==> src/hw/rtl/multi_beep_sequencer_core_defines.svh <==
// Assertion helpers for the beep sequencer.
// Both sample on clk_i and are disabled while rst_ni is low.
`ifndef MULTI_BEEP_SEQUENCER_CORE_DEFINES_SVH
`define MULTI_BEEP_SEQUENCER_CORE_DEFINES_SVH

// Condition must hold at every clock edge.
`define MBS_ASSERT(lbl, cond, msg) \
  lbl: assert property (@(posedge clk_i) disable iff (!rst_ni) (cond)) else $error(msg);

// Trigger implies the consequence in the next cycle.
`define MBS_ASSERT_NEXT(lbl, trig, cons, msg) \
  lbl: assert property (@(posedge clk_i) disable iff (!rst_ni) (trig) |=> (cons)) \
    else $error(msg);

`endif

==> src/hw/rtl/mbs_pkg.sv <==
package mbs_pkg;

  // Default parameter values.
  localparam int unsigned TimerBitsDefault = 16;
  localparam int unsigned CountBitsDefault = 4;

  // Fixed field widths.
  localparam int unsigned ReqW       = 3;
  localparam int unsigned AmountW    = 16;
  localparam int unsigned CountInW   = 8;
  localparam int unsigned GapW       = 16;
  localparam int unsigned MaxBeepsW  = 4;
  localparam int unsigned RemainW    = 4;
  localparam int unsigned CfgIdxW    = 2;
  localparam int unsigned CfgDataW   = 16;
  localparam int unsigned InDataW    = 32;
  localparam int unsigned OutDataW   = 8;

  // Register reset values.
  localparam logic [GapW-1:0]      FastGapReset    = 16'd150;
  localparam logic [GapW-1:0]      SlowGapReset    = 16'd1000;
  localparam logic [GapW-1:0]      NormalBeepReset = 16'd100;
  localparam logic [MaxBeepsW-1:0] MaxBeepsReset   = 4'd15;

  typedef enum logic [ReqW-1:0] {
    REQ_TICK     = 3'd0,
    REQ_TIMED    = 3'd1,
    REQ_PERIODIC = 3'd2,
    REQ_START    = 3'd3,
    REQ_STOP     = 3'd4
  } req_type_e;

  typedef enum logic [CfgIdxW-1:0] {
    CFG_FAST_GAP    = 2'd0,
    CFG_SLOW_GAP    = 2'd1,
    CFG_NORMAL_BEEP = 2'd2,
    CFG_MAX_BEEPS   = 2'd3
  } cfg_index_e;

  // Result item.
  typedef struct packed {
    logic               button_lockout;
    logic [RemainW-1:0] beeps_remaining;
    logic               sequence_active;
    logic               buzzer_on;
  } result_t;

endpackage

==> src/hw/rtl/multi_beep_sequencer_core.sv <==
// Buzzer pattern sequencer.
// Slave stream s_axis_*: one request per transaction. tuser carries the request
// kind (tick, timed beep, periodic beep, start sequence, stop); tdata carries
// the elapsed time or beep length, the fast-gap select and the beep count.
// Master stream m_axis_*: exactly one status transaction per request, showing
// buzzer level, sequence activity, beeps left and button lockout after it.
// cfg_*: register writes (gap reloads, periodic beep length, beep limit);
// always ready; write only while no request is in flight (not enforced here).
// A request passes through the input register, then the state update and result
// register. One request per cycle while the receiver takes results; the state
// update is a single subtract-and-compare pass on the countdowns.
// Reset clears the countdowns and sequence state, silences the buzzer, empties
// both stages and restores register defaults.
// A stalled receiver holds the result register; the input register still
// fills, and s_axis_tready_o drops only once both stages are full.
`include "multi_beep_sequencer_core_defines.svh"

module multi_beep_sequencer_core
  import mbs_pkg::*;
#(
  parameter int unsigned TIMER_BITS = TimerBitsDefault,
  parameter int unsigned COUNT_BITS = CountBitsDefault
) (
  input  logic                clk_i,
  input  logic                rst_ni,
  // tdata: time_amount[15:0], fast_select[16], beep_count[24:17], zero pad
  input  logic [InDataW-1:0]  s_axis_tdata_i,
  // tuser: req_type[2:0]
  input  logic [ReqW-1:0]     s_axis_tuser_i,
  input  logic                s_axis_tvalid_i,
  output logic                s_axis_tready_o,
  // tdata: buzzer_on[0], sequence_active[1], beeps_remaining[5:2],
  //        button_lockout[6], zero pad [7]
  output logic [OutDataW-1:0] m_axis_tdata_o,
  output logic                m_axis_tvalid_o,
  input  logic                m_axis_tready_i,
  input  logic                cfg_valid_i,
  output logic                cfg_ready_o,
  input  logic [CfgIdxW-1:0]  cfg_index_i,
  input  logic [CfgDataW-1:0] cfg_data_i
);

  // Compare width covering both the countdowns and the 16-bit fields.
  localparam int unsigned CmpW = (TIMER_BITS > AmountW) ? TIMER_BITS : AmountW;
  localparam logic [CmpW-1:0]     TimerMaxCmp = CmpW'({TIMER_BITS{1'b1}});
  localparam logic [CountInW-1:0] CountMax8   = CountInW'({COUNT_BITS{1'b1}});

  // Saturate a 16-bit reload value into a countdown.
  function automatic logic [TIMER_BITS-1:0] sat_load(input logic [AmountW-1:0] v);
    logic [CmpW-1:0] w;
    w = CmpW'(v);
    if (w > TimerMaxCmp) begin
      return {TIMER_BITS{1'b1}};
    end else begin
      return w[TIMER_BITS-1:0];
    end
  endfunction

  // ---------------------------------------------------------------------------
  // Configuration registers
  // ---------------------------------------------------------------------------
  logic [GapW-1:0]      fast_gap_q, slow_gap_q, normal_beep_q;
  logic [MaxBeepsW-1:0] max_beeps_q;

  assign cfg_ready_o = 1'b1;

  always_ff @(posedge clk_i or negedge rst_ni) begin
    if (!rst_ni) begin
      fast_gap_q    <= FastGapReset;
      slow_gap_q    <= SlowGapReset;
      normal_beep_q <= NormalBeepReset;
      max_beeps_q   <= MaxBeepsReset;
    end else if (cfg_valid_i && cfg_ready_o) begin
      unique case (cfg_index_e'(cfg_index_i))
        CFG_FAST_GAP:    fast_gap_q    <= cfg_data_i;
        CFG_SLOW_GAP:    slow_gap_q    <= cfg_data_i;
        CFG_NORMAL_BEEP: normal_beep_q <= cfg_data_i;
        CFG_MAX_BEEPS:   max_beeps_q   <= cfg_data_i[MaxBeepsW-1:0];
        default: ;
      endcase
    end
  end

  // ---------------------------------------------------------------------------
  // Input register
  // ---------------------------------------------------------------------------
  logic                in_valid_q;
  logic [ReqW-1:0]     req_q;
  logic [AmountW-1:0]  amount_q;
  logic                fast_sel_q;
  logic [CountInW-1:0] count_in_q;

  logic out_valid_q;
  logic advance;

  // Move the held request into the state update when the result slot frees.
  assign advance         = in_valid_q && (!out_valid_q || m_axis_tready_i);
  assign s_axis_tready_o = !in_valid_q || advance;

  always_ff @(posedge clk_i or negedge rst_ni) begin
    if (!rst_ni) begin
      in_valid_q <= 1'b0;
    end else if (s_axis_tready_o) begin
      in_valid_q <= s_axis_tvalid_i;
    end
  end

  always_ff @(posedge clk_i) begin
    if (s_axis_tready_o && s_axis_tvalid_i) begin
      req_q      <= s_axis_tuser_i;
      amount_q   <= s_axis_tdata_i[AmountW-1:0];
      fast_sel_q <= s_axis_tdata_i[AmountW];
      count_in_q <= s_axis_tdata_i[AmountW+1 +: CountInW];
    end
  end

  // ---------------------------------------------------------------------------
  // Sequencer state
  // ---------------------------------------------------------------------------
  logic [TIMER_BITS-1:0] beep_cd_q, beep_cd_d;
  logic [TIMER_BITS-1:0] gap_cd_q, gap_cd_d;
  logic                  seq_en_q, seq_en_d;
  logic                  phase_q, phase_d;
  logic                  fast_q, fast_d;
  logic [COUNT_BITS-1:0] left_q, left_d;
  logic                  buzz_q, buzz_d;

  logic [CmpW-1:0]       elapsed_w, beep_w, gap_w;
  logic [COUNT_BITS-1:0] left_dec;
  logic [CountInW-1:0]   lim8, count_clamped;

  always_comb begin
    beep_cd_d = beep_cd_q;
    gap_cd_d  = gap_cd_q;
    seq_en_d  = seq_en_q;
    phase_d   = phase_q;
    fast_d    = fast_q;
    left_d    = left_q;
    buzz_d    = buzz_q;

    elapsed_w = CmpW'(amount_q);
    beep_w    = CmpW'(beep_cd_q);
    gap_w     = CmpW'(gap_cd_q);
    left_dec  = (left_q != '0) ? left_q - 1'b1 : left_q;

    // Clamp the requested count to max_beeps (zero acts as one) and the counter.
    lim8 = (max_beeps_q == '0) ? CountInW'(1) : CountInW'(max_beeps_q);
    if (lim8 > CountMax8) begin
      lim8 = CountMax8;
    end
    count_clamped = (count_in_q > lim8) ? lim8 : count_in_q;

    unique case (req_q)
      REQ_TICK: begin
        // Run down the beep timer; it silences the buzzer outside a beep phase.
        if (beep_cd_q != '0) begin
          if (beep_w > elapsed_w) begin
            beep_cd_d = TIMER_BITS'(beep_w - elapsed_w);
          end else begin
            beep_cd_d = '0;
            if (!phase_q) begin
              buzz_d = 1'b0;
            end
          end
        end
        gap_cd_d = (gap_w > elapsed_w) ? TIMER_BITS'(gap_w - elapsed_w) : '0;

        // One sequencing step when the gap has run out.
        if (seq_en_q && (gap_cd_d == '0)) begin
          if (phase_q) begin
            if (beep_cd_d == '0) begin
              buzz_d = 1'b0;
            end
            if (left_dec == '0) begin
              seq_en_d = 1'b0;
              phase_d  = 1'b0;
              fast_d   = 1'b0;
              left_d   = '0;
            end else begin
              left_d  = left_dec;
              phase_d = 1'b0;
            end
          end else begin
            phase_d = 1'b1;
            buzz_d  = 1'b1;
          end
          // Reload from the mode left by this step; a finished run gets slow.
          gap_cd_d = sat_load(fast_d ? fast_gap_q : slow_gap_q);
        end
      end
      REQ_TIMED: begin
        beep_cd_d = sat_load(amount_q);
        buzz_d    = 1'b1;
      end
      REQ_PERIODIC: begin
        if (beep_cd_q == '0) begin
          beep_cd_d = sat_load(normal_beep_q);
          buzz_d    = 1'b1;
        end
      end
      REQ_START: begin
        if (count_in_q != '0) begin
          seq_en_d = 1'b1;
          phase_d  = 1'b1;
          fast_d   = fast_sel_q;
          left_d   = count_clamped[COUNT_BITS-1:0];
          gap_cd_d = sat_load(fast_sel_q ? fast_gap_q : slow_gap_q);
          buzz_d   = 1'b1;
        end
      end
      REQ_STOP: begin
        if ((beep_cd_q == '0) && phase_q) begin
          buzz_d = 1'b0;
        end
        seq_en_d = 1'b0;
        phase_d  = 1'b0;
        fast_d   = 1'b0;
        left_d   = '0;
      end
      default: ;  // unknown request kinds leave the state alone
    endcase
  end

  always_ff @(posedge clk_i or negedge rst_ni) begin
    if (!rst_ni) begin
      beep_cd_q <= '0;
      gap_cd_q  <= '0;
      seq_en_q  <= 1'b0;
      phase_q   <= 1'b0;
      fast_q    <= 1'b0;
      left_q    <= '0;
      buzz_q    <= 1'b0;
    end else if (advance) begin
      beep_cd_q <= beep_cd_d;
      gap_cd_q  <= gap_cd_d;
      seq_en_q  <= seq_en_d;
      phase_q   <= phase_d;
      fast_q    <= fast_d;
      left_q    <= left_d;
      buzz_q    <= buzz_d;
    end
  end

  // ---------------------------------------------------------------------------
  // Result register
  // ---------------------------------------------------------------------------
  result_t             res_d, res_q;
  logic [CountInW-1:0] left_wide;

  always_comb begin
    left_wide             = CountInW'(left_d);
    res_d.buzzer_on       = buzz_d;
    res_d.sequence_active = seq_en_d;
    res_d.beeps_remaining = left_wide[RemainW-1:0];
    res_d.button_lockout  = (beep_cd_d != '0);
  end

  always_ff @(posedge clk_i or negedge rst_ni) begin
    if (!rst_ni) begin
      out_valid_q <= 1'b0;
    end else if (advance) begin
      out_valid_q <= 1'b1;
    end else if (m_axis_tready_i) begin
      out_valid_q <= 1'b0;
    end
  end

  always_ff @(posedge clk_i) begin
    if (advance) begin
      res_q <= res_d;
    end
  end

  assign m_axis_tvalid_o = out_valid_q;
  assign m_axis_tdata_o  = OutDataW'(res_q);

  // ---------------------------------------------------------------------------
  // Assertions
  // ---------------------------------------------------------------------------
  `MBS_ASSERT(a_seq_has_beeps, !seq_en_q || (left_q != '0), "running sequence with no beeps left")
  `MBS_ASSERT(a_idle_seq_clear, seq_en_q || (!phase_q && !fast_q && (left_q == '0)), "stale sequence state while idle")
  `MBS_ASSERT_NEXT(a_result_follows, advance, out_valid_q, "state update without a result")

endmodule
==> config.mk <==
export PLATFORM = sky130hd
export DESIGN_NAME = multi_beep_sequencer_core
export DESIGN_NICKNAME = d
export VERILOG_FILES = /design/src/hw/rtl/mbs_pkg.sv /design/src/hw/rtl/multi_beep_sequencer_core.sv
export VERILOG_INCLUDE_DIRS = /design/src /design/src/hw/rtl
export SDC_FILE = /design/constraint.sdc
export NUM_CORES = 1
export LEC_CHECK = 0
export ABC_CLOCK_PERIOD_IN_PS = 10700
export BUFFER_PORTS_ARGS = -buffer_cell sky130_fd_sc_hd__buf_2
export CAP_MARGIN = 5
export CORE_MARGIN = 5
export CORE_UTILIZATION = 66
export DETAILED_ROUTE_END_ITERATION = 8
export PLACE_DENSITY = 0.92
export SLEW_MARGIN = 0
export SYNTH_ARGS = -nofsm -noshare
export SYNTH_HDL_FRONTEND = slang
export SYNTH_SLANG_ARGS = --single-unit
==> constraint.sdc <==
create_clock -name clk_i -period 10.7 [get_ports clk_i]
set_clock_uncertainty 0.15 [all_clocks]
set_input_delay 0.535 -clock clk_i [delete_from_list [all_inputs] [get_ports clk_i]]
set_output_delay 0.535 -clock clk_i [all_outputs]
set_load 0.1 [all_outputs]
==> flow_metrics.py <==
metrics = {
    "outcome": {
        "status": "completed",
    },
    "setup_path": {
        "crit_family": "simple AND/OR/NAND/NOR gates",
        "endpoint_kind": "register",
        "critPathMaxFanout": 22,
        "rr_worst_depth": 11,
        "path_class": "reg -> reg",
        "slowest_delay_ns": 0.84,
        "cpMaxStageDelayCell": "and2_1",
        "cp_num_buf_inv": 0,
        "r2r_start": "amount_q[0]",
        "worst_ep_arrival_time_ns": 4.92,
        "critPathLaunchType": "register",
        "critPathRequiredTime_ns": 10.72,
        "worstReg2RegEnd": "m_axis_tdata_o[0]",
        "crit_chain": "ha_1, fa_1, nand2b_1, a211o_1, a211o_1, o211ai_1, nand2_1, nand2_1, and2_1, mux2i_1, or2_1",
        "ff2ff_setup_slack_ns": 5.80,
    },
    "place": {
        "placed_cells": 1074,
        "portBuffers": 59,
        "dpl_cell_area_um2": 8830,
        "hpwl_mm": 16.9,
        "gp_congestion": 0.978,
        "dp_slack_ns": 5.93,
    },
    "sta": {
        "report.final.slew_viol_count": 0,
        "fin_tns_setup_ns": 0,
        "tightest_slew_ns": 1.21,
        "hold_ws_ns": 0.128,
        "timing.final.crit_share_pct": 45.8,
        "rsz0062_at_grt": "false",
        "finalSetupViolCount": 0,
        "relSlewSlack_pct": 19.3,
        "min_period_ns": 4.90,
        "setup_slack_ns": 5.80,
        "max_freq_mhz": 204,
        "hold_viol": 0,
    },
    "final_layout": {
        "utilization_pct": 74.7,
        "syn2layout_area_growth_pct": 11.3,
        "final_area_um2": 9390,
        "drive_above_1_share_pct": 20.3,
        "layout_commonest_cell": "dfrtp_1",
        "final_cell_mix": "dfrtp_1 (77), nand2_1 (72), a21oi_1 (66), buf_2 (58), nor2_1 (56)",
        "nFillCells": 865,
        "nNetsFinal": 1019,
        "stdcell_count": 1107,
        "num_antenna_cells": 0,
    },
    "die": {
        "fp.dieH_um": 123,
        "core_area_um2": 12600,
        "start_util_pct": 67.1,
        "die_area_um2": 15100,
        "ios": 69,
        "die_width_um": 123,
        "num_rows": 41,
    },
    "yosys": {
        "synth_area_um2": 8440,
        "synth_top_family_by_area": "compound AO/OA/AOI/OAI gates",
        "synth.yosys.seq_area_share_pct": 40.6,
        "synth_enable_flop_cells": 35,
        "synthAdderAreaFrac_pct": 5.96,
        "synth_flop_cell": "dfrtp_1",
        "async_flop_share_pct": 72.9,
        "synth_cell_types": 82,
        "syn_inst": 876,
        "yosys.area_share.simple_pct": 16.1,
        "synth_warnings": 0,
        "synth-compound-area-share_pct": 21.5,
        "synth-xor-area-share_pct": 1.76,
        "avgSynthCellArea_um2": 9.63,
        "syn_nets": 973,
        "synthMuxAreaShare_pct": 9.68,
        "ys_ff_latch": 129,
    },
    "min_path": {
        "whs_path_depth": 1,
        "holdCritPathClass": "in -> reg",
        "min_to": "count_in_q[7]",
        "holdCritStartpoint": "s_axis_tdata_i[24]",
    },
    "power": {
        "peakVddDrop_v": 0.000186,
        "switching_share_pct": 41.4,
        "power_leakage_nw": 3.95,
        "p_seq_share_pct": 32.7,
        "clockPowerShare_pct": 24.2,
        "power_mw": 2.26,
        "combPwrFrac_pct": 43.0,
        "pwr_density_cell_nw_per_um2": 240,
        "switchingPower_mw": 0.935,
        "p_int_mw": 1.32,
    },
    "clocking": {
        "clock_sinks": 129,
        "cts_tree": "yes",
        "h-tree-depth": 4,
        "cts_buffer_depth": 2,
        "cts_root_buf": "clkbuf_16",
        "cts_setup_buffers": 0,
        "cts_buffers": 17,
        "clk_latency_ns": 0.43,
        "path_clk_slew_ns": 0.06,
    },
    "global_route": {
        "grtUsageTotal_pct": 31.8,
        "grt_max_degree": 83,
        "grt_pass1_vias": 7147,
        "antenna_found_initial": 0,
        "grt_pass1_wl_mm": 36.9,
        "grt_overflow": 0,
    },
    "drt": {
        "drt_iter0_drc": 1095,
        "drc": 0,
        "postRouteAntennaNets": 0,
        "wl_mm": 23.4,
        "wire_per_inst_um": 21.2,
        "vias": 7440,
        "viasPerCell": 6.72,
        "first_pass_iters": 6,
    },
    "flow_run": {
        "max_cap_viol_count": 0,
    },
}
[cells in the mapped netlist, types with 17 or more instances]
cell	number	share of area, %
a211oi_1	22	2.0
a21oi_1	67	4.0
clkbuf_1	32	1.4
dfrtp_1	77	23
dfstp_2	17	5.3
edfxtp_1	35	12
ha_1	37	5.5
inv_1	44	2.0
mux2_2	53	7.1
mux2i_1	22	2.6
nand2_1	72	3.2
nand3_1	27	1.6
nor2_1	56	2.5
nor2b_1	20	1.5
o21ai_0	52	3.1
[flip-flops by register name, indices dropped and copies added (netlist names)]
name / cells
fast_sel_q: 1
max_beeps_q: 4
phase_q: 1
count_in_q: 8
seq_en_q: 1
m_axis_tdata_o: 7
left_q: 4
slow_gap_q: 16
fast_gap_q: 16
beep_cd_q: 16
gap_cd_q: 16
m_axis_tvalid_o: 1
buzz_q: 1
amount_q: 16
req_q: 3
in_valid_q: 1
fast_q: 1
normal_beep_q: 16
[layer usage]
metal / vias to the layer above / GRT usage (%) / part of all wire [%]
met3: 77 / 7.41 / 9.2
met5: - / 0 / 0
met4: 0 / 13.7 / 4.0
met2: 450 / 50.5 / 47
met1: 3535 / 42.1 / 40
li1: 3378 / - / -
[repair_timing]
item                                    CTS  global route
hold buffers                              1             0
gates resized for setup                   0             0
endpoints found under the setup margin    0             0
endpoints found under the hold margin    12             0
[cells by family after synthesis]
family | after synthesis
and+or+nand+nor | 269
DFF | 129
other | 2
buffers and inverters | 87
adders and majority gates | 39
muxes | 75
AOI/OAI and AO/OA | 258
xor gates and xnor gates | 17
[power groups by stage]
stage | Combinational (mW) | Sequential [mW] | Clock, mW
finish | 0.972 | 0.739 | 0.547
global route | 1.05 | 0.747 | 0.572
CTS | 0.949 | 0.731 | 0.550
detailed placement | 0.933 | 0.737 | 0
global placement | 0.910 | 0.730 | 0
floorplan | 0.724 | 0.728 | 0
[worst max path at each step]
stage	start	end	slack, ns	cells past startpoint
4_1_cts	amount_q[0]	m_axis_tdata_o[0]	5.90	11
6_report	amount_q[0]	m_axis_tdata_o[0]	5.80	11
5_1_grt	amount_q[0]	m_axis_tdata_o[0]	5.65	11
2_1_floorplan	amount_q[0]	m_axis_tdata_o[3]	7.12	11
3_3_place_gp	amount_q[0]	m_axis_tdata_o[0]	5.97	11
3_5_place_dp	amount_q[0]	m_axis_tdata_o[0]	5.93	11
[area by class of cell]
| cell class | count | area (um2) | area share (%) |
|---|---|---|---|
| Clock buffer | 20 | 458 | 4.87 |
| Clock inverter | 12 | 97.6 | 1.04 |
| Inverter | 45 | 169 | 1.80 |
| Multi-Input combinational cell | 660 | 4650 | 49.5 |
| Sequential cell | 129 | 3420 | 36.5 |
| Tap cell | 172 | 215 | 2.29 |
| Timing Repair Buffer | 69 | 375 | 4.00 |
(Power assumes the default switching activity.)
